==> config.mk <==
export PLATFORM = sky130hd
export DESIGN_NAME = sieu_front
export DESIGN_NICKNAME = d
export VERILOG_FILES = /design/src/hdl/sieu_pkg.sv /design/src/hdl/sieu_front.sv
export SDC_FILE = /design/constraint.sdc
export NUM_CORES = 1
export LEC_CHECK = 0
export BUFFER_PORTS_ARGS = -buffer_cell sky130_fd_sc_hd__buf_2
export CORE_UTILIZATION = 55
export CTS_CLUSTER_DIAMETER = 200
export CTS_CLUSTER_SIZE = 20
export DETAILED_ROUTE_END_ITERATION = 16
export PLACE_DENSITY = 0.83
export SLEW_MARGIN = 20
export SYNTH_ARGS = -nofsm -noshare
export SYNTH_HDL_FRONTEND = slang
export SYNTH_SLANG_ARGS = --single-unit
==> constraint.sdc <==
create_clock -name aclk -period 9.2 [get_ports aclk]
set_input_delay 0.46 -clock aclk [delete_from_list [all_inputs] [get_ports aclk]]
set_output_delay 0.46 -clock aclk [all_outputs]
set_load 0.005 [all_outputs]
==> src/hdl/sieu_pkg.sv <==
// Package with the opcode, condition and flag constants and the channel payload types.
package sieu_pkg;

    localparam int NUM_REGS   = 16;
    localparam int DATA_WIDTH = 64;
    localparam int REG_IDX_W  = $clog2(NUM_REGS);
    localparam int FLAG_W     = 11;
    localparam int QUEUE_DEPTH = 2;

    localparam int F_EQ   = 0;
    localparam int F_GT   = 1;
    localparam int F_LT   = 2;
    localparam int F_ZERO = 3;
    localparam int F_OVF  = 5;
    localparam int F_IE   = 6;
    localparam int F_PE   = 7;
    localparam int F_USER = 8;
    localparam int F_SGT  = 9;
    localparam int F_SLT  = 10;

    localparam logic [4:0] OP_ADD = 5'd0, OP_SUB = 5'd1, OP_INC = 5'd2, OP_DEC = 5'd3,
        OP_CMP = 5'd4, OP_AND = 5'd5, OP_OR = 5'd6, OP_XOR = 5'd7, OP_NOT = 5'd8,
        OP_SHL = 5'd9, OP_SHR = 5'd10, OP_ROL = 5'd11, OP_ROR = 5'd12, OP_LDI = 5'd13,
        OP_CUT = 5'd14, OP_ICUT = 5'd15, OP_JC = 5'd16, OP_CALL = 5'd17, OP_RET = 5'd18,
        OP_LOOP = 5'd19, OP_SYSCALL = 5'd20, OP_SYSRET = 5'd21, OP_EI = 5'd22,
        OP_DI = 5'd23, OP_EP = 5'd24, OP_DP = 5'd25;

    localparam logic [3:0] C_ALWAYS = 4'd0, C_NEQ = 4'd1, C_NGT = 4'd2, C_NLT = 4'd3,
        C_EQ = 4'd4, C_GT = 4'd5, C_LT = 4'd6, C_NSGT = 4'd7, C_NSLT = 4'd8,
        C_SGT = 4'd9, C_SLT = 4'd10, C_OVF = 4'd11, C_ZERO = 4'd12;

    typedef struct packed {
        logic [4:0]  op;
        logic [3:0]  src_a;
        logic [3:0]  src_b;
        logic [3:0]  dst;
        logic [63:0] imm;
        logic [1:0]  imm_size;
        logic [3:0]  cond;
        logic [3:0]  width_code;
    } sieu_in_t;

    typedef struct packed {
        logic [63:0] next_ip;
        logic        redirect;
        logic        perm_fault;
        logic [10:0] flags_out;
        logic        wb_enable;
        logic [3:0]  wb_index;
        logic [63:0] wb_value;
    } sieu_out_t;

    typedef enum logic [2:0] {
        CL_ALU, CL_SHIFT, CL_LDI, CL_BRANCH, CL_SYS, CL_NONE
    } op_class_t;

    // Classified instruction passed from the front end to the back end.
    typedef struct packed {
        sieu_in_t             item;
        op_class_t            cls;
        logic                 priv;
        logic [REG_IDX_W-1:0] a_ix;
        logic [REG_IDX_W-1:0] b_ix;
        logic [REG_IDX_W-1:0] d_ix;
        logic [3:0]           len;
    } dec_t;

endpackage

==> src/hdl/sieu_front.sv <==
// Front end: accepts instructions, classifies them and feeds a short queue.
module sieu_front (
    input  logic               aclk,
    input  logic               aresetn,
    input  logic               s_valid,
    output logic               s_ready,
    input  sieu_pkg::sieu_in_t s_data,
    output logic               q_valid,
    input  logic               q_ready,
    output sieu_pkg::dec_t     q_data
);
    import sieu_pkg::*;

    localparam int PTR_W = $clog2(QUEUE_DEPTH);

    dec_t             mem_reg [QUEUE_DEPTH];
    logic [PTR_W-1:0] wr_ptr_reg, wr_ptr_next, rd_ptr_reg, rd_ptr_next;
    logic [PTR_W:0]   count_reg, count_next;
    dec_t             dec;
    logic             push, pop;

    always_comb begin
        dec = '0;
        dec.item = s_data;
        dec.a_ix = s_data.src_a[REG_IDX_W-1:0];
        dec.b_ix = s_data.src_b[REG_IDX_W-1:0];
        dec.d_ix = s_data.dst[REG_IDX_W-1:0];
        dec.priv = 1'b0;
        dec.len  = 4'd1;
        unique case (s_data.op)
            OP_ADD, OP_SUB, OP_AND, OP_OR, OP_XOR: begin
                dec.cls = CL_ALU;
                dec.len = 4'd3;
            end
            OP_INC, OP_DEC, OP_CMP, OP_NOT, OP_CUT, OP_ICUT: begin
                dec.cls = CL_ALU;
                dec.len = 4'd2;
            end
            OP_SHL, OP_SHR, OP_ROL, OP_ROR: begin
                dec.cls = CL_SHIFT;
                dec.len = 4'd2;
            end
            OP_LDI: begin
                dec.cls = CL_LDI;
                case (s_data.imm_size)
                    2'd0: dec.len = 4'd3;
                    2'd1: dec.len = 4'd4;
                    2'd2: dec.len = 4'd6;
                    default: dec.len = 4'd10;
                endcase
            end
            OP_JC, OP_CALL: begin
                dec.cls = CL_BRANCH;
                case (s_data.imm_size)
                    2'd0: dec.len = 4'd4;
                    2'd1: dec.len = 4'd6;
                    2'd2: dec.len = 4'd10;
                    default: dec.len = 4'd5;
                endcase
            end
            OP_RET: dec.cls = CL_BRANCH;
            OP_LOOP: begin
                dec.cls = CL_BRANCH;
                dec.len = 4'd6;
            end
            OP_SYSCALL: dec.cls = CL_SYS;
            OP_SYSRET, OP_EI, OP_DI, OP_EP, OP_DP: begin
                dec.cls  = CL_SYS;
                dec.priv = 1'b1;
            end
            default: dec.cls = CL_NONE;
        endcase
    end

    assign s_ready = (count_reg != (PTR_W+1)'(QUEUE_DEPTH)) || q_ready;
    assign q_valid = (count_reg != '0);
    assign q_data  = mem_reg[rd_ptr_reg];
    assign push    = s_valid && s_ready;
    assign pop     = q_valid && q_ready;

    always_comb begin
        wr_ptr_next = wr_ptr_reg;
        rd_ptr_next = rd_ptr_reg;
        count_next  = count_reg;
        if (push) begin
            wr_ptr_next = (wr_ptr_reg == PTR_W'(QUEUE_DEPTH-1)) ? '0 : wr_ptr_reg + 1'b1;
        end
        if (pop) begin
            rd_ptr_next = (rd_ptr_reg == PTR_W'(QUEUE_DEPTH-1)) ? '0 : rd_ptr_reg + 1'b1;
        end
        if (push && !pop) begin
            count_next = count_reg + 1'b1;
        end else if (pop && !push) begin
            count_next = count_reg - 1'b1;
        end
    end

    always_ff @(posedge aclk) begin
        if (!aresetn) begin
            wr_ptr_reg <= '0;
            rd_ptr_reg <= '0;
            count_reg  <= '0;
        end else begin
            wr_ptr_reg <= wr_ptr_next;
            rd_ptr_reg <= rd_ptr_next;
            count_reg  <= count_next;
        end
    end

    always_ff @(posedge aclk) begin
        if (push) begin
            mem_reg[wr_ptr_reg] <= dec;
        end
    end

    a_no_overflow: assert property (@(posedge aclk) disable iff (!aresetn)
        count_reg == (PTR_W+1)'(QUEUE_DEPTH) && !q_ready |-> !s_ready)
        else $error("queue accepted a transaction while full");
    a_count_up: assert property (@(posedge aclk) disable iff (!aresetn)
        push && !pop |=> count_reg == $past(count_reg) + 1'b1)
        else $error("queue count did not rise on push");
    a_empty_idle: assert property (@(posedge aclk) disable iff (!aresetn)
        count_reg == '0 |-> !q_valid)
        else $error("queue offered data while empty");

endmodule

* Word level (Yosys, flattened, before mapping)
Memory sizes are Yosys's and may differ from the RTL's. A register that Yosys moved wholly into a read port is not among the register bits.
Index checks and enable logic that the tools add are counted.
** Storage, ports and cells
- Flip-flop bits (word level) :: 4
- Bits in writable memories :: 222
- Word-level logic and storage cells :: 68
- Memories :: 1
** Cells by class
- $add $sub $neg :: 4
- Equality and inequality tests :: 28
- Muxes and demuxes :: 13
- Reductions and logical operators :: 19
** Memory list
- mem_reg :: depth 2, bits a word 111, rd ports 1, clocked after memory_dff 1, write ports 1, RTL line sieu_front.sv:16 : dec_t mem_reg [QUEUE_DEPTH];
** Operators by type and width (count)
- $eq 5x5->1 const B :: 10
- $eq 5x4->1 const B :: 8
- $pmux 4 s3 :: 2
- $eq 5x3->1 const B :: 4
- $pmux 4 s5 :: 1
- $pmux 3 s5 :: 1
- $reduce_or 11->1 :: 1
- $eq 5x2->1 const B :: 2
- $reduce_or 10->1 :: 1
- $reduce_or 5->1 :: 2
- $reduce_or 4->1 :: 2
- $mux 1 :: 7
- $reduce_or 6->1 :: 1
- $eq 5x1->1 const B :: 1
- $logic_not 5->1 :: 1
- $logic_and 1x1->1 :: 4
- $mux 2 :: 2
- $reduce_bool 2->1 :: 2
- $add 1x1->1 const B :: 2
- $add 2x1->2 const B :: 1
- $eq 2x1->1 const B :: 1
- $eq 2x2->1 const B :: 1
- $logic_not 1->1 :: 2
- $logic_not 2->1 :: 1
- other kinds (4) :: 4

* Logic depth before layout (Yosys ltp)
- Depth in word-level cells :: 7
- Gate-level depth with buffers :: 6
- Mapped depth without buffers :: 6

* Least setup slack after synthesis
OpenSTA, ideal clock, no wires.
- Path type :: input to register
- Start point :: input port q_ready
- End point :: memory mem_reg[1][0] (netlist name) (enable)
- Library setup time :: 470 ps
- Arrival :: 2928 ps
- Required time :: 8730 ps
- Setup slack :: 5803 ps
- Stages on the path :: 2
- Path buffers :: 0
- Path through :: or3b_4 -> and3_1
** Between the ends
- Longest elaborated chain between the ends :: 4
** Ends and longest elaborated chain
- start: declaration :: RTL line sieu_front.sv:9 : input logic q_ready,
- $logic_or 1x1->1 :: RTL line sieu_front.sv:75 : assign s_ready = (count_reg != (PTR_W+1)'(QUEUE_DEPTH)) || q_ready;
- $logic_and 1x1->1 :: RTL line sieu_front.sv:78 : assign push = s_valid && s_ready;
- $mux 1 :: RTL line sieu_front.sv:111 : if (push) begin
- $mux 1 (not written as such) :: RTL line sieu_front.sv:112 : mem_reg[wr_ptr_reg] <= dec;
- end: declaration :: RTL line sieu_front.sv:16
Every way passes these cells.

==> metrics.md <==
| Metric | Value |
|---|---|
| Post-CTS setup buffers | 0 |
| DRC | 0 |
| Power Total | 2.24 mW |
| Status | finished clean |
| Top-Level Pins | 208 |
| Ys async rst share | 0% |
| Max transition margin | 50.8% |
| Leakage | 3.49 nW |
| Final setup violation count | 0 |
| Most used DFF post-synth | edfxtp_1 |
| Dominant cell type by area after synthesis | edfxtp_1 |
| Most frequent cell after synthesis | edfxtp_1 |
| Delay-heaviest family, CP | buffers and inverters |
| Fin crit share | 31.6% |
| GPL Wtd Cong | 0.777 |
| Vias in the first global route | 4,047 |
| Most frequent cells after synthesis | edfxtp_1, mux2_2, buf_4 |
| Crit path buf inv count | 2 |
| Post-Syn Nets | 488 |
| Worst Path Arrival | 2.45 ns |
| Skew-Pair Late Insertion Delay | 0.45 ns |
| Synth area leaders | edfxtp_1, mux2_2, dfxtp_1 |
| Cell-internal power | 1.69 mW |
| Vias per cell | 5.24 |
| Crit. End Element | output pin |
| Die Y | 121 um |
| Die X | 121 um |
| Maximum vdd ir drop | 0.216 mV |
| Min Tclk post-route | 2.91 ns |
| Largest net degree at the start of global routing | 59 |
| Clock sinks | 203 |
| R2R cell count | 3 |
| Pwr Density | 241 nW/um^2 |
| Final Non-Filler Cells | 773 |
| Yosys cell types | 36 |
| CTS resizes | 0 |
| Detailed Route Iter0 Violations | 201 |
| Worst hold slack | 0.190 ns |
| Startpoint types | flop |
| Port Buffer Count | 207 |
| Initial antenna violation count | 1 |
| Max Slew Vio Count | 0 |
| Setup TNS | 0 ns |
| Placed insts | 753 |
| CTS tree | built |
| Filler Cells Inserted | 940 |
| Max reg flops | 198 |
| Actual slew at the worst max-slew pin | 0.739 ns |
| RSZ-0062 raised after global routing | no |
| Hold buffer count at CTS | 0 |
| Synthesized area per cell | 20.0 sq um |
| CP Cell Sequence | buf_4 -> mux2_2 -> buf_2 |
| Flop pwr share | 52.5% |
| ANT cells | 0 |
| Post-synth EDFFs | 198 |
| Vias | 4,051 |
| Wire length of the first global-routing pass | 19.9 mm |
| Flop-to-flop setup slack | 6.84 ns |
| NetSw | 545 uW |
| Initial core utilization | 56.0% |
| Switching share of power | 24.4% |
| Cell count after synthesis | 387 |
| Sequential area share after synthesis | 78.0% |
| Critical R2R Launch | count_reg[0] |
| Sequential cell area | 6050 sq um |
| Worst setup path category | reg2out |
| Num CTS Buffers | 14 |
| Final Hold Viols | 0 |
| Synth warnings | 0 |
| Largest stage delay on the critical path | 0.70 ns |
| Critical Path Stages | 3 |
| Die area | 14,600 sq um |
| Avg WL per Cell | 17.2 um |
| Max-cap violations | 0 |
| Logic pwr share | 21.5% |
| Clock tree buffer depth | 3 |
| CTS root buf | clkbuf_16 |
| Cell Rows | 43 |
| Crit-path max FO | 58 |
| Clock Power Share | 26.0% |
| DP Wirelength | 8.98 mm |
| Post-synth top area share | 76.7% |
| CTS H-tree depth | 1 |
| Mapped cell area | 7750 sq um |
| Worst-path clk slew | 0.08 ns |
| CP required | 8.74 ns |
| RR Endpoint | mem_reg[1][39] |
| Total GRT Usage | 17.6% |
| Area grow syn2layout | 19.9% |
| Slowest cell on crit path | dfxtp_4 |
| Multi-input logic area | 1520 sq um |
| Fraction of layout cells with a size suffix above 1 | 56.5% |
| Remaining Overflow, GRT | 0 |
| Drt pass-1 iters | 4 |
| CP endpoint | q_data[33] |
| Final ANT Viol Nets | 0 |
| Worst clock skew | 0.0165 ns |
| HP Class | in2reg |
| Fmax | 0.344 GHz |
| Core ar. | 13,800 sq um |
| Final WL | 13.3 mm |
| #FFs+latches synth | 203 |
| Layout net count | 690 |
routing by layer:
metal  track usage, %  part of all wire (%)
met1             20.5                    39
met2             32.7                    53
met3             3.82                   5.3
met4             4.71                   2.1
met5                0                 0.098
area by class of cell:
cell class	count	area share, %
flip-flops and latches	203	65.1
repair buffers	211	11.5
inverters	6	0.242
clock inverters	1	0.215
well taps	180	2.42
multi-input cells	153	16.3
clock buffers	19	4.20
power groups by stage:
stage                     Sequential, mW  Clock, mW  Combinational, mW
after floorplan                     1.17          0              0.334
after global placement              1.19          0              0.480
after detailed placement            1.20          0              0.488
after CTS                           1.18      0.598              0.491
after global routing                1.19      0.625              0.525
final                               1.17      0.582              0.482
through the flow:
| stage | setup slack [ns] | area, sq um | utilization (%) |
|---|---|---|---|
| after global placement | 6.76 | 8880 | 64.2 |
| final | 6.29 | 9290 | 67.2 |
| after detailed placement | 6.73 | 8880 | 64.2 |
| after floorplan | 5.80 | 7750 | - |
| after global routing | 6.13 | 9290 | 67.2 |
| after CTS | 6.24 | 9290 | 67.2 |
cells by family after synthesis:
group	Yosys count	share of synthesized area [%]
flip-flops	203	78.0
buffers and inverters	31	2.45
XOR/XNOR	3	0.339
AND/OR/NAND/NOR	26	2.08
multiplexers	99	14.4
AO/OA/AOI/OAI	19	1.74
adder cells (fa/ha/maj)	6	0.969
worst min-delay path by stage:
stage | from | end | slack (ns) | depth (start not counted)
final | s_data[4] | mem_reg[1][24] | 0.19 | 1
after global routing | s_data[54] | mem_reg[1][74] | 0.17 | 1
after CTS | s_data[83] | mem_reg[1][103] | 0.18 | 1
after detailed placement | count_reg[1] | count_reg[1] | 0.50 | 2
after global placement | count_reg[1] | count_reg[1] | 0.48 | 2
after floorplan | count_reg[1] | count_reg[1] | 0.47 | 2
layout by cell type (no fill, tap or decap), types with 2 or more instances in the layout:
master / instances
and2_1: 3
buf_4: 4
mux2_2: 99
nand2b_1: 2
nor2_1: 4
edfxtp_1: 198
nand2_1: 3
ha_1: 6
nor2b_1: 2
o21ai_0: 6
a32o_1: 2
xnor2_1: 2
or2_2: 3
buf_2: 207
inv_1: 6
a21oi_1: 2
clkbuf_1: 4
nor3_1: 2
dfxtp_1: 4
clkbuf_16: 15
(Power assumes the default switching activity.)
